--- src/hw/rtl/ptt_pkg.sv ---
// ----------------------------------------------------------------------------
// Periodic task timer table package
// Shared types and codes for the task table, its memory entry and its checker.
// ----------------------------------------------------------------------------
package ptt_pkg;

   typedef enum logic [2:0] {
      ACT_TICK       = 3'd0,
      ACT_ADD        = 3'd1,
      ACT_REMOVE     = 3'd2,
      ACT_RESCHEDULE = 3'd3,
      ACT_ENABLE     = 3'd4,
      ACT_DISABLE    = 3'd5,
      ACT_RUN_NOW    = 3'd6,
      ACT_DISPATCH   = 3'd7
   } ptt_action_type;

   typedef enum logic [1:0] {
      STAT_OK         = 2'd0,
      STAT_ADD_REJECT = 2'd1,
      STAT_NONE_READY = 2'd2,
      STAT_NOT_FOUND  = 2'd3
   } ptt_status_type;

   typedef enum logic [1:0] {
      FSM_IDLE = 2'd0,
      FSM_RUN  = 2'd1,
      FSM_FIN  = 2'd2
   } ptt_state_type;

   typedef struct packed {
      logic [15:0] handle;
      logic [15:0] period;
      logic [15:0] countdown;
      logic        ready;
      logic        enabled;
   } ptt_entry_type;

endpackage

--- src/hw/rtl/ptt_ram.sv ---
// ----------------------------------------------------------------------------
// Generic RAM
// One write port and one read port with registered read data.
// ----------------------------------------------------------------------------
module ptt_ram #(
   parameter int WIDTH = 8,
   parameter int DEPTH = 8
) (
   input  logic                                  clock,
   input  logic                                  wr_en,
   input  logic [(DEPTH > 1 ? $clog2(DEPTH) : 1)-1:0] wr_addr,
   input  logic [WIDTH-1:0]                      wr_data,
   input  logic                                  rd_en,
   input  logic [(DEPTH > 1 ? $clog2(DEPTH) : 1)-1:0] rd_addr,
   output logic [WIDTH-1:0]                      rd_data
);

   logic [WIDTH-1:0] mem_ff [DEPTH];
   logic [WIDTH-1:0] rd_data_ff;

   always_ff @(posedge clock) begin
      if (wr_en) begin
         mem_ff[wr_addr] <= wr_data;
      end
      if (rd_en) begin
         rd_data_ff <= mem_ff[rd_addr];
      end
   end

   assign rd_data = rd_data_ff;

endmodule

--- src/hw/rtl/periodic_task_timer_table.sv ---
// ----------------------------------------------------------------------------
// Periodic task timer table
// Slot table of a run-to-completion periodic task scheduler, held in one RAM.
// ----------------------------------------------------------------------------
// The table lives in a single RAM with one entry per slot; every command that
// needs a lookup reads it through the one read port and writes changed entries
// back. Tick, dispatch and the by-handle commands sweep the slots one per
// cycle (dispatch and by-handle commands end early at the first hit). Add,
// run-now and by-slot commands touch one entry. Rejections that need no table
// lookup go straight to the result. One item is worked on at a time; the result
// register frees the engine while a result waits to be taken. There is no
// clearing pass: per-slot valid bits make never-written slots read as empty.
module periodic_task_timer_table #(
   parameter int NUM_SLOTS = 8
) (
   input  logic        clock,
   input  logic        reset,
   input  logic        req_valid,
   output logic        req_stall,
   input  logic [2:0]  req_action,
   input  logic        req_by_handle,
   input  logic [2:0]  req_slot,
   input  logic [15:0] req_handle,
   input  logic [15:0] req_period,
   output logic        rsp_valid,
   input  logic        rsp_stall,
   output logic [1:0]  rsp_status,
   output logic [2:0]  rsp_chosen_slot,
   output logic [15:0] rsp_chosen_handle,
   output logic [15:0] rsp_tick_total
);

   localparam int AW = (NUM_SLOTS > 1) ? $clog2(NUM_SLOTS) : 1;
   localparam int EW = $bits(ptt_pkg::ptt_entry_type);
   localparam logic [AW-1:0] LAST = AW'(NUM_SLOTS - 1);

   ptt_pkg::ptt_state_type  state_ff, state_in;
   ptt_pkg::ptt_action_type act_ff, act_in;
   logic                    sweep_ff, sweep_in;
   logic [15:0]             handle_ff, handle_in;
   logic [15:0]             period_ff, period_in;
   logic                    issue_on_ff, issue_on_in;
   logic [AW-1:0]           iss_ff, iss_in;
   logic                    pend_ff, pend_in;
   logic [AW-1:0]           pend_addr_ff, pend_addr_in;
   logic [NUM_SLOTS-1:0]    valid_ff, valid_in;
   logic [15:0]             tick_ff, tick_in;
   ptt_pkg::ptt_status_type res_status_ff, res_status_in;
   logic [2:0]              res_slot_ff, res_slot_in;
   logic [15:0]             res_handle_ff, res_handle_in;
   logic                    rsp_valid_ff, rsp_valid_in;
   logic [1:0]              rsp_status_ff, rsp_status_in;
   logic [2:0]              rsp_slot_ff, rsp_slot_in;
   logic [15:0]             rsp_handle_ff, rsp_handle_in;
   logic [15:0]             rsp_tick_ff, rsp_tick_in;

   logic                    req_accept;
   logic                    slot_oor;
   logic                    imm_done;
   logic                    op_done;
   logic                    out_free;
   logic                    is_last;
   logic                    wr_en;
   logic                    rd_en;
   logic [EW-1:0]           rd_data;
   ptt_pkg::ptt_entry_type  entry;
   ptt_pkg::ptt_entry_type  wr_entry;
   ptt_pkg::ptt_entry_type  ticked;
   ptt_pkg::ptt_entry_type  modified;

   assign req_accept = req_valid && !req_stall;
   assign slot_oor   = 32'(req_slot) >= NUM_SLOTS;
   assign out_free   = !rsp_valid_ff || !rsp_stall;
   assign is_last    = pend_addr_ff == LAST;
   assign entry      = valid_ff[pend_addr_ff] ? ptt_pkg::ptt_entry_type'(rd_data) : '0;

   ptt_ram #(
      .WIDTH(EW),
      .DEPTH(NUM_SLOTS)
   ) u_ptt_ram (
      .clock  (clock),
      .wr_en  (wr_en),
      .wr_addr(pend_addr_ff),
      .wr_data(wr_entry),
      .rd_en  (rd_en),
      .rd_addr(iss_ff),
      .rd_data(rd_data)
   );

   always_comb begin
      ticked = entry;
      if (entry.handle != 16'd0 && entry.enabled && entry.countdown != 16'd0) begin
         if (entry.countdown == 16'd1) begin
            ticked.ready     = 1'b1;
            ticked.countdown = entry.period;
         end else begin
            ticked.countdown = entry.countdown - 16'd1;
         end
      end
   end

   always_comb begin
      modified = entry;
      case (act_ff)
         ptt_pkg::ACT_ADD: begin
            modified.handle    = handle_ff;
            modified.period    = period_ff;
            modified.countdown = period_ff;
            modified.ready     = 1'b0;
            modified.enabled   = 1'b1;
         end
         ptt_pkg::ACT_REMOVE: begin
            modified = '0;
         end
         ptt_pkg::ACT_RESCHEDULE: begin
            modified.period    = period_ff;
            modified.countdown = period_ff;
         end
         ptt_pkg::ACT_ENABLE: begin
            modified.enabled = 1'b1;
         end
         ptt_pkg::ACT_DISABLE: begin
            modified.enabled = 1'b0;
         end
         ptt_pkg::ACT_RUN_NOW: begin
            modified.ready   = 1'b1;
            modified.enabled = 1'b1;
         end
         ptt_pkg::ACT_DISPATCH: begin
            modified.ready = 1'b0;
         end
         default: begin
            modified = ticked;
         end
      endcase
   end

   always_comb begin
      act_in        = act_ff;
      sweep_in      = sweep_ff;
      handle_in     = handle_ff;
      period_in     = period_ff;
      issue_on_in   = issue_on_ff;
      iss_in        = iss_ff;
      pend_in       = 1'b0;
      pend_addr_in  = pend_addr_ff;
      tick_in       = tick_ff;
      res_status_in = res_status_ff;
      res_slot_in   = res_slot_ff;
      res_handle_in = res_handle_ff;
      rsp_valid_in  = rsp_valid_ff;
      rsp_status_in = rsp_status_ff;
      rsp_slot_in   = rsp_slot_ff;
      rsp_handle_in = rsp_handle_ff;
      rsp_tick_in   = rsp_tick_ff;
      rd_en         = 1'b0;
      wr_en         = 1'b0;
      wr_entry      = modified;
      imm_done      = 1'b0;
      op_done       = 1'b0;

      if (rsp_valid_ff && !rsp_stall) begin
         rsp_valid_in = 1'b0;
      end

      case (state_ff)
         ptt_pkg::FSM_IDLE: begin
            if (req_accept) begin
               act_in        = ptt_pkg::ptt_action_type'(req_action);
               handle_in     = req_handle;
               period_in     = req_period;
               res_status_in = ptt_pkg::STAT_OK;
               res_slot_in   = 3'd0;
               res_handle_in = 16'd0;
               sweep_in      = 1'b0;
               issue_on_in   = 1'b1;
               iss_in        = AW'(req_slot);
               case (ptt_pkg::ptt_action_type'(req_action))
                  ptt_pkg::ACT_TICK, ptt_pkg::ACT_DISPATCH: begin
                     sweep_in = 1'b1;
                     iss_in   = '0;
                     if (req_action == ptt_pkg::ACT_TICK) begin
                        tick_in = tick_ff + 16'd1;
                     end
                  end
                  ptt_pkg::ACT_ADD: begin
                     if (slot_oor || req_handle == 16'd0) begin
                        res_status_in = ptt_pkg::STAT_ADD_REJECT;
                        imm_done      = 1'b1;
                     end
                  end
                  ptt_pkg::ACT_RUN_NOW: begin
                     if (slot_oor) begin
                        res_status_in = ptt_pkg::STAT_NOT_FOUND;
                        imm_done      = 1'b1;
                     end
                  end
                  default: begin
                     if (req_by_handle) begin
                        sweep_in = 1'b1;
                        iss_in   = '0;
                        if (req_handle == 16'd0) begin
                           res_status_in = ptt_pkg::STAT_NOT_FOUND;
                           imm_done      = 1'b1;
                        end
                     end else if (slot_oor) begin
                        res_status_in = ptt_pkg::STAT_NOT_FOUND;
                        imm_done      = 1'b1;
                     end
                  end
               endcase
               if (imm_done) begin
                  issue_on_in = 1'b0;
               end
            end
         end
         ptt_pkg::FSM_RUN: begin
            if (issue_on_ff) begin
               rd_en        = 1'b1;
               pend_in      = 1'b1;
               pend_addr_in = iss_ff;
               iss_in       = iss_ff + AW'(1);
               if (!sweep_ff || iss_ff == LAST) begin
                  issue_on_in = 1'b0;
               end
            end
            if (pend_ff) begin
               case (act_ff)
                  ptt_pkg::ACT_TICK: begin
                     wr_en   = 1'b1;
                     op_done = is_last;
                  end
                  ptt_pkg::ACT_DISPATCH: begin
                     if (entry.handle != 16'd0 && entry.enabled && entry.ready) begin
                        wr_en         = 1'b1;
                        res_slot_in   = 3'(pend_addr_ff);
                        res_handle_in = entry.handle;
                        op_done       = 1'b1;
                     end else if (is_last) begin
                        res_status_in = ptt_pkg::STAT_NONE_READY;
                        op_done       = 1'b1;
                     end
                  end
                  ptt_pkg::ACT_ADD: begin
                     if (entry.handle != 16'd0) begin
                        res_status_in = ptt_pkg::STAT_ADD_REJECT;
                     end else begin
                        wr_en       = 1'b1;
                        res_slot_in = 3'(pend_addr_ff);
                     end
                     op_done = 1'b1;
                  end
                  ptt_pkg::ACT_RUN_NOW: begin
                     wr_en       = 1'b1;
                     res_slot_in = 3'(pend_addr_ff);
                     op_done     = 1'b1;
                  end
                  default: begin
                     if (!sweep_ff || entry.handle == handle_ff) begin
                        wr_en       = 1'b1;
                        res_slot_in = 3'(pend_addr_ff);
                        op_done     = 1'b1;
                     end else if (is_last) begin
                        res_status_in = ptt_pkg::STAT_NOT_FOUND;
                        op_done       = 1'b1;
                     end
                  end
               endcase
               if (op_done) begin
                  issue_on_in = 1'b0;
                  pend_in     = 1'b0;
               end
            end
         end
         ptt_pkg::FSM_FIN: begin
            if (out_free) begin
               rsp_valid_in  = 1'b1;
               rsp_status_in = res_status_ff;
               rsp_slot_in   = res_slot_ff;
               rsp_handle_in = res_handle_ff;
               rsp_tick_in   = tick_ff;
            end
         end
         default: begin
         end
      endcase

      valid_in = valid_ff;
      if (wr_en) begin
         valid_in[pend_addr_ff] = 1'b1;
      end
   end

   always_comb begin
      state_in = state_ff;
      case (state_ff)
         ptt_pkg::FSM_IDLE: begin
            if (req_accept) begin
               state_in = imm_done ? ptt_pkg::FSM_FIN : ptt_pkg::FSM_RUN;
            end
         end
         ptt_pkg::FSM_RUN: begin
            if (op_done) begin
               state_in = ptt_pkg::FSM_FIN;
            end
         end
         ptt_pkg::FSM_FIN: begin
            if (out_free) begin
               state_in = ptt_pkg::FSM_IDLE;
            end
         end
         default: begin
            state_in = ptt_pkg::FSM_IDLE;
         end
      endcase
   end

   always_comb begin
      req_stall         = state_ff != ptt_pkg::FSM_IDLE;
      rsp_valid         = rsp_valid_ff;
      rsp_status        = rsp_status_ff;
      rsp_chosen_slot   = rsp_slot_ff;
      rsp_chosen_handle = rsp_handle_ff;
      rsp_tick_total    = rsp_tick_ff;
   end

   always_ff @(posedge clock) begin
      if (reset) begin
         state_ff     <= ptt_pkg::FSM_IDLE;
         issue_on_ff  <= 1'b0;
         pend_ff      <= 1'b0;
         valid_ff     <= '0;
         tick_ff      <= 16'd0;
         rsp_valid_ff <= 1'b0;
      end else begin
         state_ff     <= state_in;
         issue_on_ff  <= issue_on_in;
         pend_ff      <= pend_in;
         valid_ff     <= valid_in;
         tick_ff      <= tick_in;
         rsp_valid_ff <= rsp_valid_in;
      end
   end

   always_ff @(posedge clock) begin
      act_ff        <= act_in;
      sweep_ff      <= sweep_in;
      handle_ff     <= handle_in;
      period_ff     <= period_in;
      iss_ff        <= iss_in;
      pend_addr_ff  <= pend_addr_in;
      res_status_ff <= res_status_in;
      res_slot_ff   <= res_slot_in;
      res_handle_ff <= res_handle_in;
      rsp_status_ff <= rsp_status_in;
      rsp_slot_ff   <= rsp_slot_in;
      rsp_handle_ff <= rsp_handle_in;
      rsp_tick_ff   <= rsp_tick_in;
   end

endmodule

--- config.mk ---
export PLATFORM = sky130hd
export DESIGN_NAME = periodic_task_timer_table
export DESIGN_NICKNAME = d
export VERILOG_FILES = /design/src/hw/rtl/ptt_pkg.sv /design/src/hw/rtl/ptt_ram.sv /design/src/hw/rtl/periodic_task_timer_table.sv
export SDC_FILE = /design/constraint.sdc
export NUM_CORES = 1
export LEC_CHECK = 0
export BUFFER_PORTS_ARGS = -buffer_cell sky130_fd_sc_hd__clkbuf_2
export CAP_MARGIN = 20
export CORE_MARGIN = 5
export CORE_UTILIZATION = 40
export CTS_CLUSTER_SIZE = 8
export DETAILED_ROUTE_END_ITERATION = 7
export GPL_ROUTABILITY_DRIVEN = 0
export PLACE_DENSITY_LB_ADDON = 0.12
export SLEW_MARGIN = 15
export SYNTH_ARGS = -nofsm -noshare
export SYNTH_HDL_FRONTEND = slang
export SYNTH_SLANG_ARGS = --single-unit
--- constraint.sdc ---
create_clock -name clock -period 20.4 [get_ports clock]
set_input_delay 2.04 -clock clock [delete_from_list [all_inputs] [get_ports clock]]
set_output_delay 2.04 -clock clock [all_outputs]
set_load 0.02 [all_outputs]
Yosys cells after proc, flatten, opt, wreduce, memory -nomap -nowiden
Memories as Yosys holds them, arrays and structs flattened. A register that Yosys moved wholly into a read port is not among the register bits. Index checks and enable logic that the tools add are counted.

Add/sub/neg operators: 3. $lt $le $gt $ge: 2. Equal/unequal tests: 33. Mux-type cells: 86. Bitwise operators: 2. Reductions and logical operators: 43.

Operator list (count): 32-bit one-hot mux with 3 select lines (1); 16-bit two-way mux (5); 16-bit one-hot mux with 2 select lines (2); 50-bit two-way mux (1); 1-bit two-way mux (38); 16-bit nonzero test (2); 2-bit two-way mux (13); 3-bit equality test (second input constant) (8); 3-bit two-way mux (8); 3-bit one-hot mux with 2 select lines (3); 17-bit two-way mux (1); 16-bit by 1-bit adder with 16-bit output (second input constant) (1); 16-bit by 1-bit equality test with 1-bit output (second input constant) (1); 16-bit equality test (1); 16-bit zero test (1); 2-bit inequality test (second input constant) (8); 16-bit by 1-bit subtractor with 16-bit output (second input constant) (1); 3-bit inequality test (second input constant) (5); 2-bit OR reduction (7); 2-bit one-hot mux with 3 select lines (2); 3-bit one-hot mux with 4 select lines (1); 3-bit OR reduction (4); 1-bit one-hot mux with 3 select lines (3); 9-bit AND reduction (1); 29 further kinds (51).

Register bits after elaboration: 129. Memory bits (writable): 400. Input port bits: 43. Output and inout port bits: 39. Logic and storage cells: 189. Memories: 1.

Memory list: u_ptt_ram.mem_ff (words 8, width 50, rd ports 1, clocked after Yosys merged registers in 1, wr ports 1, line ptt_ram.sv:18) `logic [WIDTH-1:0] mem_ff [DEPTH];`.

Longest topological paths before layout
Word-level depth: 14. Mapped depth: 17. Depth with buffers taken out: 11.

Hierarchy
From an unflattened synthesis, not the netlist that was laid out.

Cell total of the unflattened synthesis: 1272. Area total of the unflattened synthesis: 23677.7 um^2.

By module, submodules not included: ptt_ram (instances 1, cells an instance 641, area each 16951.3 um^2, seq. area each 13513.0 um^2); periodic_task_timer_table (instances 1, cells an instance 631, area each 6726.5 um^2, seq. area each 3583.4 um^2).

Worst setup path after synthesis
No wires, ideal clock.

Path kind: register -> register. Start: register pend_addr_ff[0]. End: memory u_ptt_ram.mem_ff[0][0] (netlist name), enable pin. Setup time: 519 ps. Arrival time: 5911 ps. Required time: 19881 ps. Slack: 13970 ps. Cell stages (with the launch flop): 11. Buffers on the path: 2. Period minus slack after synthesis: 6430 ps. Path through: edfxtp_1 buf_6 mux4_2 mux2_2 buf_6 a211oi_2 o22ai_1 o41a_1 a21oi_4 nand4_1 nor3_1.

Word-level cells in the longest chain between the ends: 12.

Ends and longest elaborated chain: from (decl) (line periodic_task_timer_table.sv:45) `logic [AW-1:0] pend_addr_ff, pend_addr_in;`; from (signal assigned) (line periodic_task_timer_table.sv:351) `pend_addr_ff <= pend_addr_in;`; 1-bit binary-select mux with 3-bit select (line periodic_task_timer_table.sv:75) `assign entry = valid_ff[pend_addr_ff] ? ptt_pkg::ptt_entry_type'(rd_data) : '0;`; 1-bit two-way mux (not written as such) (line periodic_task_timer_table.sv:75); 50-bit two-way mux (line periodic_task_timer_table.sv:75); 16-bit nonzero test (line periodic_task_timer_table.sv:234, periodic_task_timer_table.sv:245); 1-bit logical AND (2 in series) (line periodic_task_timer_table.sv:234) `if (entry.handle != 16'd0 && entry.enabled && entry.ready) begin`; 1-bit two-way mux (line periodic_task_timer_table.sv:234); 1-bit one-hot mux with 3 select lines (line periodic_task_timer_table.sv:228) `case (act_ff)`; 1-bit two-way mux (line periodic_task_timer_table.sv:227) `if (pend_ff) begin`; 1-bit two-way mux (line periodic_task_timer_table.sv:166) `case (state_ff)`; 1-bit two-way mux (line ptt_ram.sv:22) `if (wr_en) begin`; 1-bit two-way mux (not written as such) (line ptt_ram.sv:23) `mem_ff[wr_addr] <= wr_data;`; to (decl) (line ptt_ram.sv:18).

Parallel ways exist; a longest one is shown, timed or not. The select of a mux whose other input is x is not followed.

Worst setup path after layout
Start: register pend_addr_ff[0]. End: memory u_ptt_ram.mem_ff[4][30] (netlist name), enable pin.

The elaborated chain is that of the path after synthesis.

==> metrics.txt <==
outcome=finished, final reports clean; VDD IR-drop max=approximately 0.065 mV; Root Buffer Master=clkbuf_16; PD cells=103.9 nW/um2; fin worst setup slack=15.02 ns; die height=between 200 and 300 um; final wirelength=51.99 mm; WHS Endpoint=rsp_chosen_handle[13]; top_reg_cell synth=edfxtp_1; initial core utilization=between 40% and 50%; DRT Pass-1 Iters=4; P_leak=0.008708 uW; Synth area leaders=edfxtp_1, mux4_2, dfxtp_1, mux2_2, a22o_1; Seq/Total Area, Yosys=about three quarters; combinational share of power=between 7 and 8%; min-delay src=res_handle_ff[13]; met3 routed wirelength=approximately 2.4 mm; Max Used Layer=met4; I/O Pins=between 80 and 90; Worst R2R Path Depth=10; TritonCTS clock tree=done; post-route cell area=26,710 um2; Die X-Extent=250.5 um; area share of the largest cell type after synthesis=a little under three quarters; Port-buffer cells=between 80 and 90; post-DR wirelength/cell=24.00 um; Final ANT Viol Nets=0; Yosys warnings=0; top-count cell post-synth=edfxtp_1; Distinct cells, synth=65; Switching Power=slightly above 600 uW; reg2reg setup slack=15.02 ns; max_cap viols=0; Syn Nets=1,310; dpl ws=around 15 ns; sequential share of power=49.1%; Post-synth EDFFs=550; syn_area_per_cell=about 18 um2; DP Wirelength=~29 mm; clk_lat worst skew=just over 0.6 ns; clock power share=between 40 and 50%; grt total ovfl=0; Worst Path Max Fanout=65; met2 WL=around 25 mm; synth cell count leaders=edfxtp_1, mux4_2, nor2_1, mux2_2, clkbuf_1; Core ar.=57,480 um2; layout cells sized above 1=26.70%; largest area contributor in the netlist=edfxtp_1; total setup buffers inserted after CTS=0; M1 wire length=roughly 23 mm; clock transition at the registers of the reported paths=approximately 0.050 ns; Worst Path Arrival=between 5 and 6 ns; asr flop ratio synth=0%; area of placed instances=around 24,000 um2; Hold Vio Cnt, Final=0; hold_buf cts=0; Worst Clk Skew=between 0.015 and 0.02 ns; r2r endpoint=u_ptt_ram.mem_ff[4][30]; Tcrit/Tclk final=a little over a quarter; CP required=between 20 and 25 ns; routed vias/inst=5.602; worst hold margin=around 0.42 ns; number of global-route vias before repair=roughly 13,000; CTS resizes=0; Worst Hold Class=reg2reg; Sw Share=around 22%; Synth Register Bits=between 500 and 600; RR Startpoint=pend_addr_ff[0]; Post-route DRC=0; CTS Buf Count=82; fin crit period=between 5 and 6 ns; Slew Limit Headroom=29.73%; n_diodes=0; Final Max Slew Viols=0; CP Capture Type=register; # setup viols final=0; Post-Syn Instances=roughly 1,300; Startpoint Class=register; largest net degree at the start of global routing=between 100 and 150; num rows=a little under 90; Syn-to-layout area delta=15.41%; Internal=2161 uW; RSZ-0062 raised after global routing=false; setup total negative slack=0 ns; Global Route Usage Sum=about 16%; CP Class=reg2reg; antenna violations before repair=1; hold depth=0; Clock Sinks=579; Max Freq=185.9 MHz; first-pass GRT wire length=just under 80 mm; # nets final=approximately 1,400; routed vias=~12,000; clock buffer depth=3; Die Footprint=around 63,000 um2; DR iter-0 viols=867; Post-Syn Area=23,140 um2; H-tree depth=3; Slew @ Worst Pin=approximately 1.0 ns
==> per-stage QoR <==
step	std cells	total power, uW	util, %
3_3_place_gp	2057	1603	42.50
6_report	2166	2774	46.47
5_1_grt	2166	2882	46.47
2_1_floorplan	1261	1534	-
3_5_place_dp	2058	1604	42.52
4_1_cts	2164	2814	46.41
==> cells in the final DEF (no fill, tap or decap), types with 11 or more instances in the layout <==
| cell type | netlist | final |
|---|---|---|
| clkbuf_1 | 47 | 15 |
| clkbuf_16 | 0 | 82 |
| nand2_1 | 45 | 45 |
| xnor2_1 | 13 | 13 |
| mux2_2 | 51 | 51 |
| a21oi_1 | 29 | 28 |
| buf_4 | 0 | 20 |
| xor2_1 | 13 | 13 |
| a22oi_1 | 15 | 15 |
| a31oi_1 | 19 | 19 |
| inv_1 | 14 | 12 |
| o21ai_0 | 39 | 39 |
| clkbuf_2 | 0 | 81 |
| nor4_1 | 11 | 11 |
| nand3_1 | 15 | 15 |
| and3_1 | 20 | 18 |
| nor2_1 | 64 | 59 |
| edfxtp_1 | 550 | 550 |
| nor3_1 | 15 | 13 |
| dfxtp_1 | 29 | 29 |
| mux4_2 | 101 | 101 |
| a22o_1 | 37 | 37 |
==> critical path: stages, from the launching register on <==
cell,delay (ns)
edfxtp_1,0.64
mux4_1,0.69
mux2_2,0.29
buf_4,0.33
a211oi_1,0.30
o22ai_1,0.10
o41a_1,0.54
a21oi_4,0.36
nand4_2,0.23
nor3_4,0.75
buf_4,0.71
==> metal layers <==
layer / vias up / global-route usage (%)
li1: 5380 / -
met1: 6340 / 22.57
met2: 340 / 27.11
met3: 74 / 3.198
met4: 0 / 4.413
met5: - / 0
==> power groups by stage <==
stage	Clock (uW)	Sequential, uW	Combinational (uW)
final	1200	1360	216
after global routing	1280	1360	237
after CTS	1230	1360	221
after detailed placement	0	1380	220
after global placement	0	1380	219
after floorplan	0	1380	155
==> cells by family (layout without fill, tap and decap cells) <==
group | Yosys count | in the layout | share of synthesized area [%]
xor gates and xnor gates | 26 | 26 | 0.9841
muxes | 155 | 155 | 12.57
DFF | 579 | 579 | 73.88
AOI/OAI and AO/OA | 191 | 191 | 5.888
buffers and inverters | 83 | 223 | 1.471
and+or+nand+nor | 221 | 221 | 4.888
adders and majority gates | 6 | 6 | 0.3244
==> worst max path at each step <==
stage | start | end | slack [ns] | depth (start not counted)
2_1_floorplan | pend_addr_ff[0] | u_ptt_ram.mem_ff[0][0] | 13.97 | 10
3_3_place_gp | pend_addr_ff[0] | u_ptt_ram.mem_ff[4][38] | 15.04 | 10
3_5_place_dp | pend_addr_ff[0] | u_ptt_ram.mem_ff[4][38] | 15.00 | 10
4_1_cts | pend_addr_ff[0] | u_ptt_ram.mem_ff[4][42] | 14.98 | 10
5_1_grt | pend_addr_ff[0] | u_ptt_ram.mem_ff[4][39] | 14.77 | 10
6_report | pend_addr_ff[0] | u_ptt_ram.mem_ff[4][30] | 15.02 | 10
==> flip-flops by register name (all words and copies together) (netlist names), 16 cells and up <==
name               cells
handle_ff             16
period_ff             16
rsp_tick_total        16
res_handle_ff         16
tick_ff               16
u_ptt_ram.rd_data     50
rsp_chosen_handle     16
u_ptt_ram.mem_ff     400
==> cell type report <==
class | count | area (um2)
Sequential cell | 579 | 17100
Clock buffer | 97 | 2108
Tap cell | 765 | 957.2
Timing Repair Buffer | 103 | 603.1
Fill cell | 4914 | 30770
Inverter | 14 | 52.55
Multi-Input combinational cell | 599 | 5763
Clock inverter | 9 | 127.6
No activity file was read; power rests on OpenSTA's default activity.
